$ cat src/hdl/ddcmc_pkg.sv
// ----------------------------------------------------------------------------
// ddcmc_pkg: shared types and constants of the differential-drive commander
// Frame words, register indexes and the job record passed front to back.
// ----------------------------------------------------------------------------
`default_nettype none
package ddcmc_pkg;

  localparam logic [10:0] RxId = 11'h581;
  localparam logic [23:0] EncBase = 24'h606443;
  localparam logic [31:0] TxSpeedBase = 32'h0060FF23;
  localparam logic [31:0] TxEncBase = 32'h00606443;
  localparam logic [31:0] TxVbus = 32'h0020354B;
  localparam logic [31:0] TxCtrl = 32'h0060402B;

  // ceil(2^31 / 125): a 24-bit value times this, shifted right by 31, is
  // exactly the value divided by 125.
  localparam logic [24:0] RpmRecip = 25'd17179870;

  localparam logic [2:0] RegWheelBase = 3'd0;
  localparam logic [2:0] RegRpmGain = 3'd1;
  localparam logic [2:0] RegEncCpr = 3'd2;
  localparam logic [2:0] RegDebounce = 3'd3;
  localparam logic [2:0] RegAckTimeout = 3'd4;
  localparam logic [2:0] RegRetryLimit = 3'd5;

  // One tick job: what the back end must emit and compute, with the encoder
  // counts and voltage as they stood when the tick was taken.
  typedef struct packed {
    logic        do_enable;
    logic        do_disable;
    logic        do_speed;
    logic        fault;
    logic        enabled;
    logic [15:0] ms;
    logic signed [31:0] rpm_l;
    logic signed [31:0] rpm_r;
    logic [31:0] cnt0;
    logic [31:0] cnt1;
    logic [15:0] volt;
  } job_t;

endpackage
`default_nettype wire

$ cat src/hdl/ddcmc_front.sv
// ----------------------------------------------------------------------------
// ddcmc_front: accepts words, handles received frames, sequences the drive
// Works out the wheel commands in steps and posts one job per tick.
// ----------------------------------------------------------------------------
`default_nettype none
module ddcmc_front
  import ddcmc_pkg::*;
(
  input  wire logic        clk_i,
  input  wire logic        rst_ni,
  input  wire logic        in_valid_i,
  output logic             in_ready_o,
  input  wire logic        action_i,
  input  wire logic [15:0] vx_i,
  input  wire logic [15:0] wz_i,
  input  wire logic [15:0] ms_i,
  input  wire logic [10:0] rx_id_i,
  input  wire logic [3:0]  rx_dlc_i,
  input  wire logic [31:0] rx_lo_i,
  input  wire logic [31:0] rx_hi_i,
  input  wire logic [11:0] track_mm_i,
  input  wire logic [15:0] rpm_gain_i,
  input  wire logic [15:0] debounce_i,
  input  wire logic [15:0] ack_timeout_i,
  input  wire logic [1:0]  retry_limit_i,
  output logic             job_valid_o,
  input  wire logic        job_ready_i,
  output job_t             job_o
);
  typedef enum logic [5:0] {
    S_IDLE = 6'b000001, S_MUL1 = 6'b000010, S_MUL2 = 6'b000100,
    S_REC = 6'b001000, S_DIV = 6'b010000, S_POST = 6'b100000
  } state_e;

  state_e state_q, state_d;
  logic [31:0] cnt0_q, cnt1_q;
  logic [15:0] volt_q;
  logic        on_q, on_d, await_q, await_d;
  logic [1:0]  retries_q, retries_d;
  logic [15:0] since_q, since_d;
  logic        en_q, en_d, dis_q, dis_d, flt_q, flt_d;
  logic signed [15:0] vx_q, wz_q;
  logic [15:0] ms_q;
  logic signed [31:0] sl_q, sr_q;
  logic signed [48:0] pl_q, pr_q;
  logic [48:0] rl_q, rr_q;
  logic signed [31:0] rpm_l_q, rpm_r_q;

  logic signed [28:0] wzb;
  logic signed [27:0] vx2k;
  logic signed [48:0] ql, qr;
  logic        want;
  logic [16:0] since_sum;
  logic [15:0] since_sat;
  logic [2:0]  next_r;
  logic        fire;

  assign in_ready_o = (state_q == S_IDLE);
  assign fire = in_valid_i && in_ready_o;
  assign wzb = wz_q * $signed({1'b0, track_mm_i});
  assign vx2k = vx_q * $signed(13'sd2000);
  // Division by 2000*65536 = 125*2^20 truncating toward zero: the magnitude
  // is shifted right by 20, then divided by 125 through a reciprocal product.
  // Nested floors of the magnitude equal the direct one.
  logic [47:0] ml, mr;
  assign ml = pl_q[48] ? 48'(-pl_q) : pl_q[47:0];
  assign mr = pr_q[48] ? 48'(-pr_q) : pr_q[47:0];
  logic [31:0] dl, dr;
  assign dl = 32'(rl_q[48:31]);
  assign dr = 32'(rr_q[48:31]);
  assign ql = pl_q[48] ? -49'(dl) : 49'(dl);
  assign qr = pr_q[48] ? -49'(dr) : 49'(dr);

  always_comb begin
    since_sum = {1'b0, since_q} + {1'b0, ms_q};
    since_sat = since_sum[16] ? 16'hFFFF : since_sum[15:0];
    want = (sl_q != 0) || (sr_q != 0);
    next_r = {1'b0, retries_q} + 3'd1;
    since_d = since_sat;
    on_d = on_q;
    await_d = await_q;
    retries_d = retries_q;
    en_d = 1'b0;
    dis_d = 1'b0;
    flt_d = 1'b0;
    if (want != on_q) begin
      if (!await_q && since_sat >= debounce_i) begin
        await_d = 1'b1;
        since_d = '0;
        on_d = want;
        en_d = want;
        dis_d = !want;
      end else if (await_q && since_sat >= ack_timeout_i) begin
        await_d = 1'b0;
        if (next_r < {1'b0, retry_limit_i}) retries_d = next_r[1:0];
        else begin
          retries_d = '0;
          flt_d = 1'b1;
        end
      end
    end else if (await_q) begin
      await_d = 1'b0;
      retries_d = '0;
    end
  end

  always_comb begin
    state_d = state_q;
    case (state_q)
      S_IDLE: if (fire && !action_i) state_d = S_MUL1;
      S_MUL1: state_d = S_MUL2;
      S_MUL2: state_d = S_REC;
      S_REC: state_d = S_DIV;
      S_DIV: state_d = S_POST;
      S_POST: if (job_ready_i) state_d = S_IDLE;
      default: state_d = S_IDLE;
    endcase
  end

  always_ff @(posedge clk_i or negedge rst_ni) begin
    if (!rst_ni) begin
      state_q <= S_IDLE;
      cnt0_q <= '0;
      cnt1_q <= '0;
      volt_q <= '0;
      on_q <= 1'b0;
      await_q <= 1'b0;
      retries_q <= '0;
      since_q <= '0;
      en_q <= 1'b0;
      dis_q <= 1'b0;
      flt_q <= 1'b0;
    end else begin
      state_q <= state_d;
      if (fire && action_i && rx_id_i == RxId && rx_dlc_i >= 4'd8) begin
        if (rx_lo_i[23:0] == EncBase) begin
          if (rx_lo_i[31:24] == 8'd1) cnt0_q <= rx_hi_i;
          else if (rx_lo_i[31:24] == 8'd2) cnt1_q <= rx_hi_i;
        end else if (rx_lo_i == TxVbus) begin
          volt_q <= rx_hi_i[15:0];
        end
      end
      if (state_q == S_DIV) begin
        since_q <= since_d;
        on_q <= on_d;
        await_q <= await_d;
        retries_q <= retries_d;
        en_q <= en_d;
        dis_q <= dis_d;
        flt_q <= flt_d;
      end
    end
  end

  always_ff @(posedge clk_i) begin
    if (fire) begin
      vx_q <= vx_i;
      wz_q <= wz_i;
      ms_q <= ms_i;
    end
    if (state_q == S_MUL1) begin
      sl_q <= 32'(vx2k) - 32'(wzb);
      sr_q <= 32'(vx2k) + 32'(wzb);
    end
    if (state_q == S_MUL2) begin
      pl_q <= sl_q * $signed({1'b0, rpm_gain_i});
      pr_q <= sr_q * $signed({1'b0, rpm_gain_i});
    end
    if (state_q == S_REC) begin
      rl_q <= {25'd0, ml[43:20]} * {24'd0, RpmRecip};
      rr_q <= {25'd0, mr[43:20]} * {24'd0, RpmRecip};
    end
    if (state_q == S_DIV) begin
      rpm_l_q <= 32'(ql);
      rpm_r_q <= 32'(-qr);
    end
  end

  // Counts, voltage and drive state stay put while the job is posted, as no
  // word is taken outside the idle state.
  always_comb begin
    job_o.do_enable = en_q;
    job_o.do_disable = dis_q;
    job_o.do_speed = on_q && !await_q;
    job_o.fault = flt_q;
    job_o.enabled = on_q;
    job_o.ms = ms_q;
    job_o.rpm_l = rpm_l_q;
    job_o.rpm_r = rpm_r_q;
    job_o.cnt0 = cnt0_q;
    job_o.cnt1 = cnt1_q;
    job_o.volt = volt_q;
  end
  assign job_valid_o = (state_q == S_POST);
endmodule
`default_nettype wire

$ cat config.mk
export PLATFORM = sky130hd
export DESIGN_NAME = ddcmc_front
export DESIGN_NICKNAME = d
export VERILOG_FILES = /design/src/hdl/ddcmc_pkg.sv /design/src/hdl/ddcmc_front.sv
export SDC_FILE = /design/constraint.sdc
export NUM_CORES = 2
export LEC_CHECK = 0
export BUFFER_PORTS_ARGS = -buffer_cell sky130_fd_sc_hd__buf_2
export CORE_ASPECT_RATIO = 0.9
export CORE_MARGIN = 5
export CORE_UTILIZATION = 30
export CTS_BUF_LIST = sky130_fd_sc_hd__clkbuf_2 sky130_fd_sc_hd__clkbuf_4 sky130_fd_sc_hd__clkbuf_8
export CTS_CLUSTER_SIZE = 16
export DETAILED_ROUTE_END_ITERATION = 8
export HOLD_SLACK_MARGIN = 0.08
export PLACE_DENSITY_LB_ADDON = 0.25
export SLEW_MARGIN = 5
export SYNTH_ARGS = -nofsm -noshare
export SYNTH_HDL_FRONTEND = slang
export SYNTH_SLANG_ARGS = --single-unit
$ cat constraint.sdc
create_clock -name clk_i -period 13.5 [get_ports clk_i]
set_input_delay 2.7 -clock clk_i [delete_from_list [all_inputs] [get_ports clk_i]]
set_output_delay 2.7 -clock clk_i [all_outputs]
set_load 0.1 [all_outputs]
==> metrics.cfg <==
[critical_path]
critPathRequiredTime_ns=14.09
critical_path.most_common_cell=fa_1
reg2reg_depth=28
r2r_setup_slack_ns=2.96
cp_slowest_cell=xor2_1
arrival_ns=11.12
critPathCaptureType=register
critPathLaunchType=register
cpPeakStageDelay_ns=0.73
path_max_fanout=8
crit_type=register to register

[placement]
gp_congestion=0.860
dp_hpwl_mm=173
place_inst=12000
place.port_buffers=357

[sta]
slew_viol_final=0
timing.fmax_mhz=94.9
worst_hold_slack_ns=0.486
rsz0062_at_grt=no
setup_tns_ns=0
relSlewSlack_pct=20.2
worst_pin_slew_ns=1.19
finalCritPeriodShare_pct=78.0
hold_viol=0
finClkSkew_ns=0.0953
layout_min_cycle_time_ns=10.54
setup_viol=0

[synthesis]
ys_seq_area_share_pct=14.4
yosysTopAreaCell=fa_1
synth.top_cell.area_share_pct=36.4
synth_area_mm2=0.0805
yosysMostFrequentCell=inv_1
synth_ff_type=edfxtp_1
synth_area_per_cell_um2=9.68
synth-edff-count=296
synthCells=8322
synth_fp_nets=10900
synth-async-reset-ratio_pct=26.9
synth_commonest_cells=inv_1 (1997), fa_1 (1466), ha_1 (900)
ys_seq_elements=405
yosys_warnings=0
synth_cell_types=88
yosys-top-cells-area=fa_1 (36%), ha_1 (14%), edfxtp_1 (11%), inv_1 (9.3%), nand2_1 (4.0%)

[floorplan]
dieWidth_um=556
die_area_mm2=0.279
core_area_mm2=0.267
die_h_um=502
core.rowCount=180
start_util_pct=30.1
io-pin-count=361

[status]
status=finished clean

[finish]
final_cells=12200
drive_gt1_share_pct=8.54
area_growth_pct=9.66
fin_nets=11100

[worst_hold_path]
hold_class=register to register
hold_depth=2

[run]
drv_cap=0

[clock_tree]
clockRootBuffer=clkbuf_8
clock-sinks=405
clk_latency_ns=0.84
path_clk_slew_ns=0.06
clockBufferDepth=3
post_cts_buffers=0
cts_resized=0
tritoncts=done
ctsHtreeMaxLevel=3
numCtsBuffers=85
postCtsHoldBufs=0

[routing]
drt-initial-drc-count=2676
wl_per_cell_um=17.3
vias=56300
ant_nets=0
via_per_inst=4.61
drc=0
routed_wl_mm=211
first_pass_iters=6

[global_route]
antenna_found_initial=20
grt_first_pass_wirelength_mm=343
grt-ovfl-total=0
grt_max_degree=71
globalRouteTotalUtil_pct=15.4
grt_pass1_vias=61600

[layout make-up]
type	count	area (um2)
Antenna cell	9	22.5
Clock buffer	103	1340
Clock inverter	48	573
Fill cell	27600	179000
Inverter	2010	7550
Multi-Input combinational cell	5651	60400
Sequential cell	405	11600
Tap cell	3549	4440
Timing Repair Buffer	432	2360
[cells in the final DEF (no fill, tap or decap), types with 57 or more instances in the layout]
master / n
inv_1: 1995
fa_1: 1466
ha_1: 900
nand2_1: 850
and2_1: 483
buf_2: 352
xnor2_1: 340
edfxtp_1: 296
a21oi_1: 209
nor2_1: 197
a21o_1: 140
o21ai_0: 139
dfrtp_1: 108
xor2_1: 96
clkbuf_8: 90
mux2_2: 82
buf_4: 80
nor3_1: 59
nand3_1: 57
[sequential cells by signal, indices dropped and copies added (netlist names), 2 cells and up]
name / count
pl_q: 45
pr_q: 44
cnt0_q: 32
cnt1_q: 32
rpm_l_q: 32
rpm_r_q: 32
sl_q: 30
sr_q: 29
rl_q: 18
rr_q: 18
ms_q: 16
since_q: 16
volt_q: 16
vx_q: 16
wz_q: 16
state_q: 6
retries_q: 2
[routing by layer]
metal / track usage (%) / vias to the layer above / part of all wire (%)
li1: - / 26200 / -
met1: 22.8 / 28600 / 50
met2: 23.9 / 1287 / 43
met3: 2.50 / 208 / 5.4
met4: 2.39 / 10 / 1.6
met5: 0 / - / 0.033
[final timing paths]
path / from / end
max in group asynchronous: rst_ni / cnt1_q[20]$_DFFE_PN0P_
worst min-delay path: dis_q$_DFFE_PN0P_ / dis_q$_DFFE_PN0P_
worst max register to register: pl_q[0]$_DFFE_PP_ / rr_q[47]$_DFFE_PN_
worst min register to register: dis_q$_DFFE_PN0P_ / dis_q$_DFFE_PN0P_
worst max-delay path: pl_q[0]$_DFFE_PP_ / rr_q[47]$_DFFE_PN_
min in group asynchronous: rst_ni / state_q[1]$_DFFE_PN0P_
[critical path, delay by kind of cell (launching register included)]
kind,cells,cell delay (ns)
simple gates,9,3.33
xor+xnor,2,1.03
flops,1,0.46
fa+ha+maj,7,3.23
compound gates,6,1.85
buf+inv,4,0.41
[stage by stage]
step / cell area (um2) / setup WS, ns / util [%]
global placement: 86400 / 2.80 / 32.3
finish: 88300 / 2.96 / 33.0
global route: 88300 / 2.48 / 33.0
CTS: 88300 / 2.90 / 33.0
detailed placement: 86400 / 2.83 / 32.3
floorplan: 80500 / 4.11 / -
[cell families after synthesis]
kind of cell	share of synthesized area (%)
buffers and inverters	10.6
and+or+nand+nor	12.1
DFF	14.4
muxes	1.25
xor gates and xnor gates	4.83
adders and majority gates	50.4
AOI/OAI and AO/OA	6.38
Power is not shown: default switching activity piles up to over one toggle a cycle in this logic, so the estimate is an artifact.
