<file path="config.mk">
export PLATFORM = sky130hd
export DESIGN_NAME = ddcmc_back
export DESIGN_NICKNAME = d
export VERILOG_FILES = /design/src/hdl/ddcmc_pkg.sv /design/src/hdl/ddcmc_divider.sv /design/src/hdl/ddcmc_back.sv
export SDC_FILE = /design/constraint.sdc
export NUM_CORES = 2
export LEC_CHECK = 0
export BUFFER_PORTS_ARGS = -buffer_cell sky130_fd_sc_hd__buf_2
export CORE_MARGIN = 3
export CORE_UTILIZATION = 48
export CTS_BUF_LIST = sky130_fd_sc_hd__clkbuf_4
export CTS_CLUSTER_SIZE = 30
export DETAILED_ROUTE_END_ITERATION = 7
export GPL_ROUTABILITY_DRIVEN = 0
export PLACE_DENSITY_LB_ADDON = 0.1
export SLEW_MARGIN = 20
export SYNTH_ARGS = -nofsm -noshare
export SYNTH_HDL_FRONTEND = slang
export SYNTH_SLANG_ARGS = --single-unit
</file>
<file path="constraint.sdc">
create_clock -name clk_i -period 10.9 [get_ports clk_i]
set_clock_uncertainty 0.15 [all_clocks]
set_input_delay 0.545 -clock clk_i [delete_from_list [all_inputs] [get_ports clk_i]]
set_output_delay 0.545 -clock clk_i [all_outputs]
set_load 0.05 [all_outputs]
</file>
<file path="src/hdl/ddcmc_pkg.sv">
// ----------------------------------------------------------------------------
// ddcmc_pkg: shared types and constants of the differential-drive commander
// Frame words, register indexes and the job record passed front to back.
// ----------------------------------------------------------------------------
`default_nettype none
package ddcmc_pkg;

  localparam logic [10:0] RxId = 11'h581;
  localparam logic [23:0] EncBase = 24'h606443;
  localparam logic [31:0] TxSpeedBase = 32'h0060FF23;
  localparam logic [31:0] TxEncBase = 32'h00606443;
  localparam logic [31:0] TxVbus = 32'h0020354B;
  localparam logic [31:0] TxCtrl = 32'h0060402B;

  // ceil(2^31 / 125): a 24-bit value times this, shifted right by 31, is
  // exactly the value divided by 125.
  localparam logic [24:0] RpmRecip = 25'd17179870;

  localparam logic [2:0] RegWheelBase = 3'd0;
  localparam logic [2:0] RegRpmGain = 3'd1;
  localparam logic [2:0] RegEncCpr = 3'd2;
  localparam logic [2:0] RegDebounce = 3'd3;
  localparam logic [2:0] RegAckTimeout = 3'd4;
  localparam logic [2:0] RegRetryLimit = 3'd5;

  // One tick job: what the back end must emit and compute, with the encoder
  // counts and voltage as they stood when the tick was taken.
  typedef struct packed {
    logic        do_enable;
    logic        do_disable;
    logic        do_speed;
    logic        fault;
    logic        enabled;
    logic [15:0] ms;
    logic signed [31:0] rpm_l;
    logic signed [31:0] rpm_r;
    logic [31:0] cnt0;
    logic [31:0] cnt1;
    logic [15:0] volt;
  } job_t;

endpackage
`default_nettype wire

</file>
<file path="src/hdl/ddcmc_divider.sv">
// ----------------------------------------------------------------------------
// ddcmc_divider: restoring unsigned divider, one quotient bit per cycle
// Divides a 56-bit dividend by a 32-bit divisor.
// ----------------------------------------------------------------------------
`default_nettype none
module ddcmc_divider (
  input  wire logic        clk_i,
  input  wire logic        rst_ni,
  input  wire logic        start_i,
  input  wire logic [55:0] dividend_i,
  input  wire logic [31:0] divisor_i,
  output logic             busy_o,
  output logic [55:0]      quot_o
);
  logic [55:0] q_q, q_d;
  logic [32:0] rem_q, rem_d;
  logic [31:0] dvs_q, dvs_d;
  logic [5:0]  cnt_q, cnt_d;
  logic        busy_q, busy_d;
  logic [32:0] shifted;

  always_comb begin
    q_d = q_q;
    rem_d = rem_q;
    dvs_d = dvs_q;
    cnt_d = cnt_q;
    busy_d = busy_q;
    shifted = {rem_q[31:0], q_q[55]};
    if (start_i) begin
      q_d = dividend_i;
      rem_d = '0;
      dvs_d = divisor_i;
      cnt_d = 6'd55;
      busy_d = 1'b1;
    end else if (busy_q) begin
      if (shifted >= {1'b0, dvs_q}) begin
        rem_d = shifted - {1'b0, dvs_q};
        q_d = {q_q[54:0], 1'b1};
      end else begin
        rem_d = shifted;
        q_d = {q_q[54:0], 1'b0};
      end
      cnt_d = cnt_q - 6'd1;
      if (cnt_q == 6'd0) busy_d = 1'b0;
    end
  end

  always_ff @(posedge clk_i or negedge rst_ni) begin
    if (!rst_ni) begin
      busy_q <= 1'b0;
      cnt_q <= '0;
    end else begin
      busy_q <= busy_d;
      cnt_q <= cnt_d;
    end
  end

  always_ff @(posedge clk_i) begin
    q_q <= q_d;
    rem_q <= rem_d;
    dvs_q <= dvs_d;
  end

  assign busy_o = busy_q;
  assign quot_o = q_q;
endmodule
`default_nettype wire

</file>
<file path="src/hdl/ddcmc_back.sv">
// ----------------------------------------------------------------------------
// ddcmc_back: emits the frame words and the status word of one tick
// Measures both wheel speeds through the shared divider when the tick's elapsed time is nonzero.
// ----------------------------------------------------------------------------
`default_nettype none
module ddcmc_back
  import ddcmc_pkg::*;
(
  input  wire logic        clk_i,
  input  wire logic        rst_ni,
  input  wire logic        job_valid_i,
  output logic             job_ready_o,
  input  job_t             job_i,
  input  wire logic [15:0] cpr_i,
  output logic             out_valid_o,
  input  wire logic        out_ready_i,
  output logic [215:0]     out_data_o,
  output logic             out_last_o
);
  typedef enum logic [5:0] {
    B_IDLE = 6'b000001, B_EMIT = 6'b000010, B_MUL = 6'b000100,
    B_DIV = 6'b001000, B_WAIT = 6'b010000, B_STAT = 6'b100000
  } state_e;

  state_e state_q, state_d;
  job_t   job_q;
  logic [3:0] seq_q;
  logic       axis_q;
  logic [31:0] prev0_q, prev1_q, spd0_q, spd1_q;
  logic [31:0] den_q;
  logic        neg_q;
  logic [55:0] num_q;
  logic        dstart;
  logic        dbusy;
  logic [55:0] quot;
  logic [31:0] delta;
  logic [31:0] mag;
  logic [15:0] cpr;
  logic [31:0] sat;
  logic [63:0] frame;
  logic        frame_ok;

  assign job_ready_o = (state_q == B_IDLE);

  // Frame list: 0..3 enable, 4..6 disable, 7..8 speed, 9..11 requests.
  always_comb begin
    frame = '0;
    frame_ok = 1'b1;
    case (seq_q)
      4'd0: frame = {32'h0, TxCtrl};
      4'd1: frame = {32'h6, TxCtrl};
      4'd2: frame = {32'h7, TxCtrl};
      4'd3: frame = {32'hF, TxCtrl};
      4'd4: frame = {32'h0, TxSpeedBase | 32'h01000000};
      4'd5: frame = {32'h0, TxSpeedBase | 32'h02000000};
      4'd6: frame = {32'h0, TxCtrl};
      4'd7: frame = {job_q.rpm_l, TxSpeedBase | 32'h01000000};
      4'd8: frame = {job_q.rpm_r, TxSpeedBase | 32'h02000000};
      4'd9: frame = {32'h0, TxEncBase | 32'h01000000};
      4'd10: frame = {32'h0, TxEncBase | 32'h02000000};
      4'd11: frame = {32'h0, TxVbus};
      default: frame_ok = 1'b0;
    endcase
  end

  function automatic logic [3:0] next_seq(input logic [3:0] s, input job_t j);
    logic [3:0] n;
    begin
      n = s + 4'd1;
      if (s == 4'd3) n = j.do_speed ? 4'd7 : 4'd9;
      if (s == 4'd6) n = j.do_speed ? 4'd7 : 4'd9;
      return n;
    end
  endfunction

  assign cpr = (cpr_i == 16'd0) ? 16'd1 : cpr_i;
  assign delta = axis_q ? (job_q.cnt1 - prev1_q) : (job_q.cnt0 - prev0_q);
  assign mag = delta[31] ? 32'(-delta) : delta;

  always_comb begin
    if (quot > 56'h7FFFFFFF) sat = neg_q ? 32'h80000000 : 32'h7FFFFFFF;
    else sat = neg_q ? 32'(-quot[31:0]) : quot[31:0];
  end

  assign dstart = (state_q == B_MUL);

  ddcmc_divider u_div (
    .clk_i      (clk_i),
    .rst_ni     (rst_ni),
    .start_i    (dstart),
    .dividend_i (num_q),
    .divisor_i  (den_q),
    .busy_o     (dbusy),
    .quot_o     (quot)
  );

  always_comb begin
    state_d = state_q;
    case (state_q)
      B_IDLE: if (job_valid_i) state_d = B_EMIT;
      B_EMIT: if (out_ready_i && seq_q == 4'd11)
        state_d = (job_q.ms == 16'd0) ? B_STAT : B_DIV;
      B_DIV: state_d = B_MUL;
      B_MUL: state_d = B_WAIT;
      B_WAIT: if (!dbusy) state_d = axis_q ? B_STAT : B_DIV;
      B_STAT: if (out_ready_i) state_d = B_IDLE;
      default: state_d = B_IDLE;
    endcase
  end

  always_ff @(posedge clk_i or negedge rst_ni) begin
    if (!rst_ni) begin
      state_q <= B_IDLE;
      seq_q <= '0;
      axis_q <= 1'b0;
      prev0_q <= '0;
      prev1_q <= '0;
      spd0_q <= '0;
      spd1_q <= '0;
    end else begin
      state_q <= state_d;
      if (state_q == B_IDLE && job_valid_i) begin
        seq_q <= job_i.do_enable ? 4'd0 : job_i.do_disable ? 4'd4 :
                 job_i.do_speed ? 4'd7 : 4'd9;
        axis_q <= 1'b0;
      end
      if (state_q == B_EMIT && out_ready_i) seq_q <= next_seq(seq_q, job_q);
      if (state_q == B_WAIT && !dbusy) begin
        if (axis_q) begin
          spd1_q <= sat;
          prev1_q <= job_q.cnt1;
        end else begin
          spd0_q <= sat;
          prev0_q <= job_q.cnt0;
        end
        axis_q <= 1'b1;
      end
    end
  end

  // Two products, |delta|*6000000 and cpr*ms, registered together in the same step.
  always_ff @(posedge clk_i) begin
    if (state_q == B_IDLE && job_valid_i) job_q <= job_i;
    if (state_q == B_DIV) begin
      num_q <= 56'(mag) * 56'd6000000;
      den_q <= 32'(cpr) * 32'(job_q.ms);
      neg_q <= delta[31];
    end
  end

  assign out_valid_o = (state_q == B_EMIT && frame_ok) || (state_q == B_STAT);
  assign out_last_o = (state_q == B_STAT);
  always_comb begin
    if (state_q == B_STAT)
      out_data_o = {6'd0, job_q.fault, job_q.enabled, job_q.volt, spd1_q, spd0_q,
                    job_q.cnt1, job_q.cnt0, 64'd0};
    else
      out_data_o = {152'd0, frame};
  end
endmodule
`default_nettype wire

</file>
==> impl_metrics.tcl <==
set metrics [dict create \
    status "finished, final reports clean" \
    preCtsSetupSlack_ns 0.384 \
    clock-root-buffer "clkbuf_4" \
    synth_ff_type "edfxtp_1" \
    fin_area_um2 53900 \
    nNetsFinal 6392 \
    io_pins 404 \
    cpPeakStageDelay_ns 0.55 \
    track_usage_pct 25.2 \
    grt-ovfl-total 0 \
    clock-sinks 510 \
    clk_latency_ns 0.99 \
    async_flop_share_pct 28.6 \
    yosysSeqAreaShare_pct 31.4 \
    synthTopCellsByCount "inv_1 (723), nand2_1 (556), fa_1 (411)" \
    slowest_stage "fa_1" \
    synth_seq_cells 510 \
    clockBufferDepth 3 \
    ff2ff_path_depth 33 \
    detail_route.wl_per_cell_um 18.0 \
    die_w_um 314 \
    r2r_end "num_q[41]$_DFFE_PP_" \
    setup_ws_ns 0.560 \
    ant_nets 0 \
    critical_path_class "reg2reg" \
    synth_top_area_share_pct 22.0 \
    synth_top_family_by_area "adder cells" \
    fin_tns_setup_ns 0 \
    synth.largest_area_cell "edfxtp_1" \
    min_to "job_q[155]$_DFFE_PP_" \
    grt_setup_unrepaired "false" \
    finalHoldViolations 0 \
    max_freq_ghz 0.0967 \
    worstPathArrival_ns 10.86 \
    min_delay_path_depth 2 \
    synth_edf_count 332 \
    post-route-period-util_pct 94.9 \
    ff2ff_setup_slack_ns 0.56 \
    maxCapViolCount 0 \
    grt_pass1_vias 37114 \
    placed_area_um2 48500 \
    required_ns 11.42 \
    yosys_warnings 0 \
    start_util_pct 48.5 \
    maxSlewViolCount 0 \
    antenna_found_initial 3 \
    synthMuxAreaShare_pct 1.47 \
    synth-simple-area-share_pct 14.1 \
    core_area_um2 93600 \
    synth.most_common_cell "inv_1" \
    htree_levels 4 \
    clk_pin_slew_ns 0.07 \
    drtIter0Drc 1931 \
    synth_fa_ha_area_share_pct 29.4 \
    hpwl_um 91300 \
    drc_errors 0 \
    synth_compound_area_share_pct 12.0 \
    worstPathMaxFanout 9 \
    die_h_um 314 \
    grt_max_degree 119 \
    via_count 35628 \
    crit_path_end_kind "register" \
    drive_gt1_share_pct 14.1 \
    postSynthAreaPerCell_um2 9.73 \
    layout_min_cycle_time_ns 10.34 \
    hold_class "in2reg" \
    syn2layout_area_growth_pct 18.6 \
    slew_headroom_pct 29.0 \
    setup_violations 0 \
    start_kind "register" \
    io_buffer_count 382 \
    routed_wl_um 122000 \
    die_area_um2 98300 \
    yosys-top-cells-area "edfxtp_1 (22%), fa_1 (18%), ha_1 (11%)" \
    reg2reg_from "job_q[58]$_DFFE_PP_" \
    syn_inst 4665 \
    num_rows 112 \
    viasPerCell 5.27 \
    synth_cell_types 105 \
    syn-cell-area_um2 45400 \
    worst_pin_slew_ns 1.07 \
    firstDrtPassIters 5 \
    numCtsBuffers 146 \
    worst_hold_startpoint "job_i[155]" \
    grt_pass1_wl_um 198000 \
    synth_xor_area_share_pct 3.72 \
    cts_tree "yes" \
]
## metrics by stage
step | hold WS [ns] | util, % | instances
2_1_floorplan | 0.0994 | - | 4685
3_3_place_gp | 0.252 | 51.8 | 6167
3_5_place_dp | 0.255 | 51.8 | 6167
4_1_cts | 0.000430 | 57.4 | 6759
5_1_grt | 0.0326 | 57.5 | 6766
6_report | 0.158 | 57.5 | 6766
## registers in the layout, summed over array words and instances, names as in the netlist
signal and count:
u_div.quot_o 56, prev1_q 32, u_div.dvs_q 32, u_div.rem_q 32
num_q 48, u_div.cnt_q 6, spd1_q 32, den_q 32
u_div.busy_o 1, prev0_q 32, neg_q 1, seq_q 4
job_q 163, spd0_q 32, state_q 6, axis_q 1
## metal layers
layer,GRT usage (%),part of all wire [%],vias up
li1,-,-,17103
met2,45.2,51,848
met1,30.8,41,17491
met4,8.31,2.7,0
met3,3.95,4.6,186
met5,0,0,-
## cell type report
cell class	instances	area, um^2
Clock inverter	41	333
Sequential cell	510	14300
Timing Repair Buffer	751	5520
Fill cell	8538	39700
Tap cell	1254	1570
Inverter	727	2740
Multi-Input combinational cell	3252	27700
Clock buffer	227	1700
Antenna cell	4	10.0
## repair_timing
| action | in CTS | in global routing |
|---|---|---|
| setup endpoints to repair | 0 | 11 |
| gates resized for setup | 0 | 12 |
| buffers inserted | 0 | 3 |
| hold endpoints to repair | 260 | 0 |
| hold buffers | 324 | 0 |
## how the worst max path moves through the flow
| stage | from | depth (start not counted) | slack (ns) | end |
|---|---|---|---|---|
| floorplan | job_q[57]$_DFFE_PP_ | 36 | 1.35 | num_q[54]$_DFFE_PP_ |
| global placement | job_q[48]$_DFFE_PP_ | 34 | 0.32 | num_q[53]$_DFFE_PP_ |
| detailed placement | job_q[16]$_DFFE_PP_ | 34 | 0.38 | num_q[53]$_DFFE_PP_ |
| CTS | job_q[57]$_DFFE_PP_ | 35 | 0.27 | num_q[54]$_DFFE_PP_ |
| global route | job_q[58]$_DFFE_PP_ | 33 | 0.01 | num_q[41]$_DFFE_PP_ |
| finish | job_q[58]$_DFFE_PP_ | 33 | 0.56 | num_q[41]$_DFFE_PP_ |
## critical path: cells and delay by family, from the launching register on
family                     cells  cell delay [ns]
xor gates and xnor gates       1             0.40
DFF                            1             0.44
buffers and inverters          4             0.48
and+or+nand+nor                4             0.47
adders and majority gates      8             3.54
AOI/OAI and AO/OA             16             4.53
## cell usage in the layout (no fill, tap or decap), drive strengths merged, types with 84 or more instances in the layout
cell,count
a21o,84
edfxtp,332
ha,408
inv,726
clkbuf,227
a21oi,194
dfrtp,145
dlygate4sd3,323
and2,238
xnor2,121
o21ai,231
buf,428
fa,411
nor2,188
nand2,556
## cells by family after synthesis
group / after synthesis
adder cells (fa/ha/maj): 819
other: 1
XOR/XNOR: 187
multiplexers: 62
AO/OA/AOI/OAI: 840
buffers and inverters: 923
AND/OR/NAND/NOR: 1323
flip-flops: 510
Power is left out: the tool's default activity adds up to more than one toggle a clock period on the data nets, which glitch-free logic cannot reach.
